File: src/hw/rtl/slm_pkg.sv
package slm_pkg;

  localparam int SAMPLE_W = 12;
  localparam int LEVEL_W  = 12;
  localparam int FLOOR_W  = 12;
  localparam int THR_W    = 13;
  localparam int GAIN_W   = 8;
  localparam int WEIGHT_W = 9;
  localparam int RAW_W    = 16;
  localparam int SMOOTH_W = 20;
  localparam int MIX_W    = 29;

  localparam int ADDR_W = 5;
  localparam int DATA_W = 32;

  localparam int SAMPLE_BITS_DEF = 12;
  localparam int QUEUE_DEPTH_DEF = 2;

  // register indexes, byte address is 4 * index
  localparam logic [2:0] REG_BASELINE    = 3'd0;
  localparam logic [2:0] REG_SQUELCH     = 3'd1;
  localparam logic [2:0] REG_DEADZONE    = 3'd2;
  localparam logic [2:0] REG_THRESHOLD   = 3'd3;
  localparam logic [2:0] REG_GAIN        = 3'd4;
  localparam logic [2:0] REG_SMOOTHING   = 3'd5;

  localparam logic [FLOOR_W-1:0]  BASELINE_RST    = 12'd600;
  localparam logic [FLOOR_W-1:0]  SQUELCH_RST     = 12'd100;
  localparam logic [FLOOR_W-1:0]  DEADZONE_RST    = 12'd175;
  localparam logic [THR_W-1:0]    THRESHOLD_RST   = 13'd25;
  localparam logic [GAIN_W-1:0]   GAIN_RST        = 8'd48;
  localparam logic [WEIGHT_W-1:0] SMOOTHING_RST   = 9'd51;

  localparam logic [RAW_W-1:0]    RAW_MAX_Q4 = 16'd65520;
  localparam logic [LEVEL_W-1:0]  LEVEL_MAX  = 12'd4095;
  localparam logic [WEIGHT_W-1:0] WEIGHT_ONE = 9'd256;

  typedef struct packed {
    logic [SAMPLE_W-1:0] sample;
    logic                window_end;
  } slm_in_t;

  typedef struct packed {
    logic [LEVEL_W-1:0] level;
    logic               changed;
  } slm_out_t;

  typedef struct packed {
    logic [FLOOR_W-1:0]  baseline;
    logic [FLOOR_W-1:0]  squelch;
    logic [FLOOR_W-1:0]  deadzone;
    logic [THR_W-1:0]    change_threshold;
    logic [GAIN_W-1:0]   gain_q4_4;
    logic [WEIGHT_W-1:0] smoothing_q0_8;
  } slm_cfg_t;

endpackage

File: src/hw/rtl/slm_queue.sv
module slm_queue #(
  parameter int WIDTH = 12,
  parameter int DEPTH = 2
) (
  input  logic             clk,
  input  logic             rst,
  input  logic             push,
  input  logic [WIDTH-1:0] push_data,
  output logic             full,
  input  logic             pop,
  output logic [WIDTH-1:0] pop_data,
  output logic             empty
);

  localparam int PTR_W = (DEPTH > 1) ? $clog2(DEPTH) : 1;
  localparam int CNT_W = $clog2(DEPTH + 1);
  localparam logic [PTR_W-1:0] PTR_LAST = PTR_W'(DEPTH - 1);
  localparam logic [CNT_W-1:0] CNT_FULL = CNT_W'(DEPTH);

  logic [WIDTH-1:0] entries [DEPTH];
  logic [PTR_W-1:0] wr_ptr;
  logic [PTR_W-1:0] rd_ptr;
  logic [CNT_W-1:0] count;

  assign full     = (count == CNT_FULL);
  assign empty    = (count == '0);
  assign pop_data = entries[rd_ptr];

  always_ff @(posedge clk) begin
    if (push) begin
      entries[wr_ptr] <= push_data;
    end
  end

  always_ff @(posedge clk) begin
    if (rst) begin
      wr_ptr <= '0;
      rd_ptr <= '0;
      count  <= '0;
    end else begin
      if (push) begin
        wr_ptr <= (wr_ptr == PTR_LAST) ? '0 : wr_ptr + 1'b1;
      end
      if (pop) begin
        rd_ptr <= (rd_ptr == PTR_LAST) ? '0 : rd_ptr + 1'b1;
      end
      if (push && !pop) begin
        count <= count + 1'b1;
      end else if (pop && !push) begin
        count <= count - 1'b1;
      end
    end
  end

`ifndef SYNTH
  a_count_bound: assert property (@(posedge clk) disable iff (rst) count <= CNT_FULL)
    else $error("queue count beyond depth");
  a_no_pop_empty: assert property (@(posedge clk) disable iff (rst) pop |-> !empty)
    else $error("pop from empty queue");
`endif

endmodule

File: src/hw/rtl/slm_front.sv
module slm_front
  import slm_pkg::*;
#(
  parameter int SAMPLE_BITS = SAMPLE_BITS_DEF
) (
  input  logic                   clk,
  input  logic                   rst,
  input  logic                   in_valid,
  output logic                   in_stall,
  input  slm_in_t                in_data,
  input  logic                   q_full,
  output logic                   q_push,
  output logic [SAMPLE_BITS-1:0] q_data
);

  localparam int EXT_W = SAMPLE_BITS + SAMPLE_W;

  logic [SAMPLE_BITS-1:0] window_max;
  logic [SAMPLE_BITS-1:0] window_min;
  logic [SAMPLE_BITS-1:0] max_next;
  logic [SAMPLE_BITS-1:0] min_next;
  logic [EXT_W-1:0]       s_ext;
  logic [SAMPLE_BITS-1:0] s;
  logic                   accept;

  assign s_ext    = EXT_W'(in_data.sample);
  assign s        = s_ext[SAMPLE_BITS-1:0];
  assign in_stall = q_full;
  assign accept   = in_valid && !q_full;
  assign q_push   = accept && in_data.window_end;

  always_comb begin
    max_next = (s > window_max) ? s : window_max;
    min_next = (s < window_min) ? s : window_min;
    q_data   = (max_next >= min_next) ? (max_next - min_next) : '0;
  end

  always_ff @(posedge clk) begin
    if (rst) begin
      window_max <= '0;
      window_min <= '1;
    end else if (accept) begin
      if (in_data.window_end) begin
        window_max <= '0;
        window_min <= '1;
      end else begin
        window_max <= max_next;
        window_min <= min_next;
      end
    end
  end

`ifndef SYNTH
  a_window_restart: assert property (@(posedge clk) disable iff (rst)
    $past(q_push) |-> (window_max == '0 && window_min == '1))
    else $error("window not restarted after close");
`endif

endmodule

File: src/hw/rtl/slm_back.sv
module slm_back
  import slm_pkg::*;
#(
  parameter int SAMPLE_BITS = SAMPLE_BITS_DEF
) (
  input  logic                   clk,
  input  logic                   rst,
  input  slm_cfg_t               cfg,
  input  logic                   q_empty,
  input  logic [SAMPLE_BITS-1:0] q_data,
  output logic                   q_pop,
  output logic                   out_valid,
  input  logic                   out_stall,
  output slm_out_t               out_data
);

  localparam int ADJ_W  = (SAMPLE_BITS > FLOOR_W) ? SAMPLE_BITS : FLOOR_W;
  localparam int PROD_W = ADJ_W + GAIN_W;
  localparam int RND_W  = SMOOTH_W + 1;

  localparam logic [2:0] ST_IDLE = 3'd0;
  localparam logic [2:0] ST_GAIN = 3'd1;
  localparam logic [2:0] ST_WNEW = 3'd2;
  localparam logic [2:0] ST_MIX  = 3'd3;
  localparam logic [2:0] ST_EMIT = 3'd4;

  logic [2:0]          state;
  logic [2:0]          state_next;
  logic [ADJ_W-1:0]    adj;
  logic [ADJ_W-1:0]    adj_next;
  logic [ADJ_W-1:0]    p2p_ext;
  logic [PROD_W-1:0]   gain_prod;
  logic [RAW_W-1:0]    raw;
  logic [MIX_W-1:0]    new_part;
  logic [MIX_W-1:0]    acc;
  logic [SMOOTH_W-1:0] smoothed_level;
  logic [WEIGHT_W-1:0] w;
  logic [RND_W-1:0]    rnd;
  logic [LEVEL_W:0]    lvl_wide;
  logic [LEVEL_W-1:0]  lvl;
  logic [LEVEL_W-1:0]  last_reported;
  logic                has_last;
  logic [THR_W-1:0]    mag;
  logic                changed;
  logic                load;

  assign q_pop = (state == ST_IDLE) && !q_empty;
  assign load  = (state == ST_EMIT) && (!out_valid || !out_stall);

  always_comb begin
    p2p_ext = ADJ_W'(q_data);
    adj_next = (p2p_ext > ADJ_W'(cfg.baseline)) ? (p2p_ext - ADJ_W'(cfg.baseline)) : '0;
    if (adj_next < ADJ_W'(cfg.squelch)) begin
      adj_next = '0;
    end
    gain_prod = PROD_W'(adj) * PROD_W'(cfg.gain_q4_4);
    w = (cfg.smoothing_q0_8 > WEIGHT_ONE) ? WEIGHT_ONE : cfg.smoothing_q0_8;
    // average takes w parts new value and 256 - w parts old, rounded half up
    acc = new_part + MIX_W'(WEIGHT_ONE - w) * MIX_W'(smoothed_level) + MIX_W'(128);
    rnd = RND_W'(smoothed_level) + RND_W'(128);
    lvl_wide = rnd[RND_W-1:8];
    lvl = (lvl_wide > (LEVEL_W+1)'(LEVEL_MAX)) ? LEVEL_MAX : lvl_wide[LEVEL_W-1:0];
    if (lvl < cfg.deadzone) begin
      lvl = '0;
    end
    // no level flagged yet behaves as a last level of minus one
    if (!has_last) begin
      mag = THR_W'(lvl) + 1'b1;
    end else if (lvl >= last_reported) begin
      mag = THR_W'(lvl - last_reported);
    end else begin
      mag = THR_W'(last_reported - lvl);
    end
    changed = (mag >= cfg.change_threshold);
  end

  always_comb begin
    state_next = state;
    unique case (state)
      ST_IDLE: if (!q_empty) state_next = ST_GAIN;
      ST_GAIN: state_next = ST_WNEW;
      ST_WNEW: state_next = ST_MIX;
      ST_MIX:  state_next = ST_EMIT;
      ST_EMIT: if (load) state_next = ST_IDLE;
      default: state_next = ST_IDLE;
    endcase
  end

  always_ff @(posedge clk) begin
    if (q_pop) begin
      adj <= adj_next;
    end
    if (state == ST_GAIN) begin
      raw <= (gain_prod > PROD_W'(RAW_MAX_Q4)) ? RAW_MAX_Q4 : gain_prod[RAW_W-1:0];
    end
    if (state == ST_WNEW) begin
      new_part <= MIX_W'(w) * MIX_W'({raw, 4'b0000});
    end
    if (load) begin
      out_data.level   <= lvl;
      out_data.changed <= changed;
    end
  end

  always_ff @(posedge clk) begin
    if (rst) begin
      state          <= ST_IDLE;
      smoothed_level <= '0;
      has_last       <= 1'b0;
      last_reported  <= '0;
      out_valid      <= 1'b0;
    end else begin
      state <= state_next;
      if (state == ST_MIX) begin
        smoothed_level <= acc[SMOOTH_W+7:8];
      end
      if (load && changed) begin
        has_last      <= 1'b1;
        last_reported <= lvl;
      end
      if (load) begin
        out_valid <= 1'b1;
      end else if (!out_stall) begin
        out_valid <= 1'b0;
      end
    end
  end

`ifndef SYNTH
  a_deadzone: assert property (@(posedge clk) disable iff (rst)
    (out_valid && out_data.level != '0) |-> (out_data.level >= cfg.deadzone))
    else $error("level below deadzone reported");
  a_emit_done: assert property (@(posedge clk) disable iff (rst)
    load |=> (state == ST_IDLE && out_valid))
    else $error("result load did not return to idle");
`endif

endmodule

File: src/hw/rtl/sound_level_meter_unit.sv
// channel   dir  signals                         item
// in        in   in_valid, in_stall, in_data     one sample, window_end closes window
// out       out  out_valid, out_stall, out_data  level and changed, one per window
// cfg       in   psel, penable, pwrite, paddr    six registers at 4 * index
//
// samples enter one a cycle unless stalled; a closing sample queues its peak-to-peak
// the back end works each window through adjust, gain multiply, two mix multiplies,
// round and compare; in_stall rises only while the queue holds QUEUE_DEPTH windows
// out_data sits in a register, so a stalled output holds the back end, not the samples
// rst is synchronous and restores the register defaults and clears window and average
module sound_level_meter_unit
  import slm_pkg::*;
#(
  parameter int SAMPLE_BITS = SAMPLE_BITS_DEF,
  parameter int QUEUE_DEPTH = QUEUE_DEPTH_DEF
) (
  input  logic              clk,
  input  logic              rst,
  input  logic              in_valid,
  output logic              in_stall,
  input  slm_in_t           in_data,
  output logic              out_valid,
  input  logic              out_stall,
  output slm_out_t          out_data,
  input  logic              psel,
  input  logic              penable,
  input  logic              pwrite,
  input  logic [ADDR_W-1:0] paddr,
  input  logic [DATA_W-1:0] pwdata,
  output logic [DATA_W-1:0] prdata,
  output logic              pready
);

  slm_cfg_t               cfg;
  logic                   wr_en;
  logic                   q_push;
  logic                   q_full;
  logic                   q_pop;
  logic                   q_empty;
  logic [SAMPLE_BITS-1:0] push_data;
  logic [SAMPLE_BITS-1:0] pop_data;

  assign pready = 1'b1;
  assign wr_en  = psel && penable && pwrite;

  always_ff @(posedge clk) begin
    if (rst) begin
      cfg.baseline         <= BASELINE_RST;
      cfg.squelch          <= SQUELCH_RST;
      cfg.deadzone         <= DEADZONE_RST;
      cfg.change_threshold <= THRESHOLD_RST;
      cfg.gain_q4_4        <= GAIN_RST;
      cfg.smoothing_q0_8   <= SMOOTHING_RST;
    end else if (wr_en) begin
      unique case (paddr[4:2])
        REG_BASELINE:    cfg.baseline         <= pwdata[FLOOR_W-1:0];
        REG_SQUELCH:     cfg.squelch          <= pwdata[FLOOR_W-1:0];
        REG_DEADZONE:    cfg.deadzone         <= pwdata[FLOOR_W-1:0];
        REG_THRESHOLD:   cfg.change_threshold <= pwdata[THR_W-1:0];
        REG_GAIN:        cfg.gain_q4_4        <= pwdata[GAIN_W-1:0];
        REG_SMOOTHING:   cfg.smoothing_q0_8   <= pwdata[WEIGHT_W-1:0];
        default: ;
      endcase
    end
  end

  always_comb begin
    unique case (paddr[4:2])
      REG_BASELINE:    prdata = DATA_W'(cfg.baseline);
      REG_SQUELCH:     prdata = DATA_W'(cfg.squelch);
      REG_DEADZONE:    prdata = DATA_W'(cfg.deadzone);
      REG_THRESHOLD:   prdata = DATA_W'(cfg.change_threshold);
      REG_GAIN:        prdata = DATA_W'(cfg.gain_q4_4);
      REG_SMOOTHING:   prdata = DATA_W'(cfg.smoothing_q0_8);
      default:         prdata = '0;
    endcase
  end

  slm_front #(
    .SAMPLE_BITS(SAMPLE_BITS)
  ) u_front (
    .clk     (clk),
    .rst     (rst),
    .in_valid(in_valid),
    .in_stall(in_stall),
    .in_data (in_data),
    .q_full  (q_full),
    .q_push  (q_push),
    .q_data  (push_data)
  );

  slm_queue #(
    .WIDTH(SAMPLE_BITS),
    .DEPTH(QUEUE_DEPTH)
  ) u_queue (
    .clk      (clk),
    .rst      (rst),
    .push     (q_push),
    .push_data(push_data),
    .full     (q_full),
    .pop      (q_pop),
    .pop_data (pop_data),
    .empty    (q_empty)
  );

  slm_back #(
    .SAMPLE_BITS(SAMPLE_BITS)
  ) u_back (
    .clk      (clk),
    .rst      (rst),
    .cfg      (cfg),
    .q_empty  (q_empty),
    .q_data   (pop_data),
    .q_pop    (q_pop),
    .out_valid(out_valid),
    .out_stall(out_stall),
    .out_data (out_data)
  );

endmodule
File: config.mk
export PLATFORM = sky130hd
export DESIGN_NAME = sound_level_meter_unit
export DESIGN_NICKNAME = d
export VERILOG_FILES = /design/src/hw/rtl/slm_pkg.sv /design/src/hw/rtl/slm_queue.sv /design/src/hw/rtl/slm_front.sv /design/src/hw/rtl/slm_back.sv /design/src/hw/rtl/sound_level_meter_unit.sv
export SDC_FILE = /design/constraint.sdc
export NUM_CORES = 2
export LEC_CHECK = 0
export BUFFER_PORTS_ARGS = -buffer_cell sky130_fd_sc_hd__buf_2
export CELL_PAD_IN_SITES_DETAIL_PLACEMENT = 1
export CELL_PAD_IN_SITES_GLOBAL_PLACEMENT = 2
export CORE_MARGIN = 2
export CORE_UTILIZATION = 37
export CTS_CLUSTER_DIAMETER = 100
export CTS_CLUSTER_SIZE = 28
export DETAILED_ROUTE_END_ITERATION = 8
export PLACE_DENSITY_LB_ADDON = 0.2
export SLEW_MARGIN = 40
export SYNTH_ARGS = -nofsm -noshare
export SYNTH_HDL_FRONTEND = slang
export SYNTH_SLANG_ARGS = --single-unit
export TNS_END_PERCENT = 100
File: constraint.sdc
create_clock -name clk -period 7.45 [get_ports clk]
set_input_delay 1.49 -clock clk [delete_from_list [all_inputs] [get_ports clk]]
set_output_delay 1.49 -clock clk [all_outputs]
set_load 0.02 [all_outputs]
# After elaboration in Yosys (flattened, before gate mapping)
# Memories as Yosys holds them, arrays and structs flattened. A register that Yosys moved wholly into a read port is not among the register bits.
# Cells that the tools add are included.
# Widths: inputs -> output; s select.
totals:
  ff_bits: 196
  ramBits: 24
  input_bits: 57
  out_inout_bits: 48
  memories: 1
memory_table:
  columns: ["memory", "depth", "word_bits", "rd", "rd_clocked_by_memory_dff", "wr", "line", "text"]
  rows:
  - ["u_queue.entries", 2, 12, 1, 1, 1, "slm_queue.sv:20", "logic [WIDTH-1:0] entries [DEPTH];"]
op_classes:
  add_sub_neg: 13
  multipliers: 3
  n_lt_le_gt_ge: 11
  eq_ne: 13
  muxes: 25
  n_reduce_logical: 27
ops:
  columns: ["cell", "n"]
  rows:
  - ["$mux 12", 8]
  - ["$pmux 13 s6", 1]
  - ["$lt 12x12->1", 3]
  - ["$mul 29x20->28", 1]
  - ["$add 28x28->28", 1]
  - ["$add 28x8->28 const B", 1]
  - ["$mux 13", 2]
  - ["$sub 12x12->13", 2]
  - ["$ge 12x12->1", 2]
  - ["$gt 12x12->1", 2]
  - ["$mul 9x16->24", 1]
  - ["$sub 12x12->12", 2]
  - ["$add 20x8->21 const B", 1]
  - ["$gt 20x16->1 const B", 1]
  - ["$mul 12x8->20", 1]
  - ["$pmux 3 s5", 1]
  - ["$reduce_and 2->1", 7]
  - ["$add 12x1->13 const B", 1]
  - ["$ge 13x13->1", 1]
  - ["$gt 13x12->1 const B", 1]
  - ["$eq 3x2->1 const B", 4]
  - ["$sub 9x9->10 const A", 1]
  - ["$eq 3x3->1 const B", 3]
  - ["$gt 9x9->1 const B", 1]
  - ["other kinds (17)", 43]

# Logic depth before layout (Yosys ltp)
depth:
  word_depth: 10
  depth_mapped: 38

# By module
# A second synthesis with hierarchy kept.
hier_totals:
  cells_unflattened: 3109
  hier_area_um2: 27734.1
by_module_without_submodules:
  columns: ["mod", "n_inst", "cells_per_inst", "area_per_inst_um2", "seq_area_each_um2"]
  rows:
  - ["slm_back", 1, 2381, 20802.5, 2692.6]
  - ["sound_level_meter_unit", 1, 370, 3380.7, 1321.3]
  - ["slm_front", 1, 299, 2482.4, 480.5]
  - ["slm_queue", 1, 59, 1068.5, 820.8]

# Worst setup path before layout
# No wires, ideal clock.
synth_timing:
  path_type: "register to register"
  startpoint: "reg cfg[8] (netlist name)"
  endpoint: "reg u_back.smoothed_level[19]"
  t_arrival_ns: 7.928
  slack_ns: -0.540
  stages_incl_launch_ff: 33
  n_path_buf: 4
  synth_period_minus_slack_ns: 7.990
  path_cell_list: "dfxtp_1 > clkbuf_1 > nor2b_1 > clkbuf_1 > clkbuf_1 > inv_1 > ha_1 > nand2_1 > nor3_1 > xnor2_1 > clkbuf_1 > nand2_1 > fa_1 > inv_1 > fa_1 > fa_1 > inv_1 > fa_1 > fa_1 > inv_1 > fa_1 > fa_1 > ha_1 > nand3_1 > o21ai_0 > a31oi_1 > o31a_1 > o211a_1 > o31ai_1 > a21oi_1 > xnor2_1 > or3_1 > nand3_1"
synth_between:
  elab_chain_cells: 6
synth_rtl:
  columns: ["element", "line", "text"]
  rows:
  - ["$gt 9x9->1", "slm_back.sv:57", "w = (cfg.smoothing_q0_8 > WEIGHT_ONE) ? WEIGHT_ONE : cfg.smoothing_q0_8;"]
  - ["$mux 9 *", "slm_back.sv:57", null]
  - ["$sub 9x9->10 *", "slm_back.sv:59", "acc = new_part + MIX_W'(WEIGHT_ONE - w) * MIX_W'(smoothed_level) + MIX_W'(128);"]
  - ["$mul 29x20->28 *", "slm_back.sv:59", null]
  - ["$add 28x28->28 *", "slm_back.sv:59", null]
  - ["$add 28x8->28 *", "slm_back.sv:59", null]
  - ["to (signal assigned)", "slm_back.sv:115", "smoothed_level <= acc[SMOOTH_W+7:8];"]
  - ["to (decl)", "slm_back.sv:36", "logic [SMOOTH_W-1:0] smoothed_level;"]
# Mark *: on every way between the ends. The rest lies on a longest branch, timed or not.
# A chain may end at the register's enable or synchronous reset.

# Final worst setup path
layout_timing:
  startpoint: "reg cfg[8] (netlist name)"
  endpoint: "reg u_back.smoothed_level[19]"
layout_between:
  elab_chain_cells: 6
layout_rtl:
  columns: ["element", "line"]
  rows:
  - ["$gt 9x9->1", "slm_back.sv:57"]
  - ["$mux 9 *", "slm_back.sv:57"]
  - ["$sub 9x9->10 *", "slm_back.sv:59"]
  - ["$mul 29x20->28 *", "slm_back.sv:59"]
  - ["$add 28x28->28 *", "slm_back.sv:59"]
  - ["$add 28x8->28 *", "slm_back.sv:59"]
# Marks and branches as above.

==> run_results.csv <==
group,metric,value,unit
routing,num_vias,23085,
placement,gp_congestion,0.876,
critical_path,start_kind,"register",
synthesis,synthFlopType,"dfxtp_1",
cts,cts_hold_buf,0,
timing,relSlewSlack,49.5,%
finish,n_fill_cell,9120,
critical_path,worst-setup-path-type,"register to register",
cts,ctsRootBufferMaster,"clkbuf_16",
finish,multi_input_area,22400,µm²
cts,cts_buffer_depth,3,
cts,path_clk_slew,100,ps
synthesis,synth.area.top_cells,"fa_1 28%, ha_1 12%, edfxtp_1 9.0%",
timing,final.setup_skew,66.2,ps
synthesis,synth_seq_area_share,17.9,%
critical_path,cp_common_cell,"fa_1",
timing,worst_pin_slew,757,ps
grt,grt_usage,21.5,%
synthesis,netlist_instances,3319,
finish,drive_above_1_share,14.6,%
timing,fin_ws,-205,ps
critical_path,cpMaxStageDelayCell,"fa_1",
floorplanning,io_pins,105,
critical_path,crit_buf_inv,5,
finish,final_util,43.3,%
synthesis,synth_area,29700,µm²
critical_path,critical_path.endpoint_type,"register",
floorplanning,die_w,287,µm
floorplanning,die_area,82600,µm²
grt,grt_pass1_wl,140,mm
routing,avgViaCountPerCell,5.02,
critical_path,slowest_delay,560,ps
synthesis,synthArstFlopShare,0,%
outcome,outcome,"finished with violations",
grt,antenna_found_initial,1,
floorplanning,fp-row-count,103,
critical_path,crit_arrival,8170,ps
finish,final_common_cell,"inv_1",
critical_path,required,7960,ps
floorplanning,die_h,287,µm
timing,hold_viol,0,
flow_run,maxCapViolCount,0,
grt,grt_max_degree,83,
cts,h-tree-depth,1,
grt,grt_pass1_vias,26003,
routing,ant_nets,0,
synthesis,syn_avg_cell_area,8.95,µm²
floorplanning,start_util,37.5,%
finish,antenna_cells,0,
grt,overflow,0,
critical_path,crit_fanout,6,
timing,rsz0062_at_grt,"true",
routing,drc_errors,0,
cts,clk_latency,580,ps
finish,syn2layout_area_growth,15.5,%
cts,cts.sinks,221,
timing,fin_crit_sh,103,%
synthesis,synth_edf_count,89,
routing,first_pass_iters,5,
synthesis,ys_ff_latch,221,
timing,setup_viol,6,
routing,avgRoutedWirePerCell,19.0,µm
finish,final_cell_mix,"619 x inv_1, 426 x nand2_1, 399 x fa_1",
placement,place_inst,4514,
synthesis,ys_warn_count,0,
finish,area.sequential,5330,µm²
placement,place_hpwl,69.9,mm
critical_path,crit_family,"adder cells",
floorplanning,core,79300,µm²
timing,finalCriticalPeriod,7650,ps
routing,wl,87.5,mm
placement,place_area,32400,µm²
finish,finalInstanceArea,34300,µm²
timing,finalMaxSlewViolations,0,
cts,cts_buffers,21,
finish,num-nets-final,4296,
placement,portBuffers,63,
synthesis,synth.distinct_cells,92,
outcome,violations,"negative setup slack",
cts,tritoncts,"yes",
worst_hold_path,hold_class,"register to register",
finish,final_cells,4601,
routing,drt_iter0_drc,897,
timing,hold_ws,475,ps
timing,fmax,131,MHz
synthesis,synth_top_area_share,28.0,%
synthesis,synth.largest_area_cell,"fa_1",
kinds of logic (layout without fill, tap and decap cells):
kind of cell | Yosys count | in the layout | synth area share, %
xor+xnor | 108 | 108 | 3.18
fa+ha+maj | 706 | 706 | 40.2
flops | 221 | 221 | 17.9
compound gates | 405 | 405 | 9.06
buf+inv | 801 | 947 | 10.5
simple gates | 992 | 992 | 15.9
other cells | 2 | 88 | 0.0253
mux | 84 | 84 | 3.30
layer usage:
layer	GRT usage, %	up-vias	share of wire (%)
met1	26.3	11890	42
met3	1.83	94	2.3
met2	40.9	258	53
li1	-	10841	-
met5	0	-	0.017
met4	4.28	2	2.2
per-stage QoR:
stage | worst slack, ps | TNS (ps)
floorplan | 2.11 | 0
detailed placement | -648 | -3490
global placement | -510 | -1830
global route | -454 | -4560
CTS | -253 | -665
finish | -205 | -751
registers in the layout, indices dropped and copies added, names as in the netlist, 2 cells and up, named ones only:
name	count
u_back.smoothed_level	20
u_back.adj	12
u_back.out_data	13
u_back.new_part	24
u_back.state	3
u_back.last_reported	12
u_queue.count	2
u_front.window_min	12
u_queue.entries	24
u_back.raw	16
cfg	66
u_front.window_max	12
cell type report:
| type | instances | area share (%) |
|---|---|---|
| Tap cell | 1050 | 3.83 |
| Sequential cell | 221 | 15.5 |
| Inverter | 637 | 6.97 |
| Clock buffer | 22 | 1.57 |
| Multi-Input combinational cell | 2383 | 65.4 |
| Clock inverter | 16 | 0.551 |
| Timing Repair Buffer | 272 | 6.19 |
Yosys cell counts, types with 31 or more instances:
library cell / count
nor2b_1: 39
nor2_1: 154
edfxtp_1: 89
a21oi_1: 143
a21o_1: 34
nand2_1: 435
xnor2_1: 77
fa_1: 416
and2_1: 164
nor3_1: 36
clkbuf_1: 112
nand3_1: 34
xor2_1: 31
ha_1: 287
dfxtp_1: 132
mux2i_1: 50
o21ai_0: 63
inv_1: 636
worst paths after layout:
kind	from	end	slack, ps	depth (start not counted)
worst min-delay path	cfg[22]$_SDFFE_PP0P_	cfg[22]$_SDFFE_PP0P_	480	2
worst max-delay path	cfg[8]$_SDFFE_PP0P_	u_back.smoothed_level[19]$_SDFFE_PP0P_	-200	28
worst max register to register	cfg[8]$_SDFFE_PP0P_	u_back.smoothed_level[19]$_SDFFE_PP0P_	-200	28
worst min register to register	cfg[22]$_SDFFE_PP0P_	cfg[22]$_SDFFE_PP0P_	480	2
worst reg2reg max path: cells and delay by family (launching register included):
family / cells / cell delay, ps
flops: 1 / 410
compound gates: 6 / 1330
simple gates: 7 / 1190
xor+xnor: 2 / 310
fa+ha+maj: 8 / 3920
buf+inv: 5 / 440
timing repair:
item,in CTS,in global routing
setup buffers,25,27
cloned,2,1
endpoints found under the setup margin,19,27
pin swaps,78,66
gates resized for setup,92,85
Power is left out: the tool's default activity adds up to more than one toggle a clock period on the data nets, which glitch-free logic cannot reach.
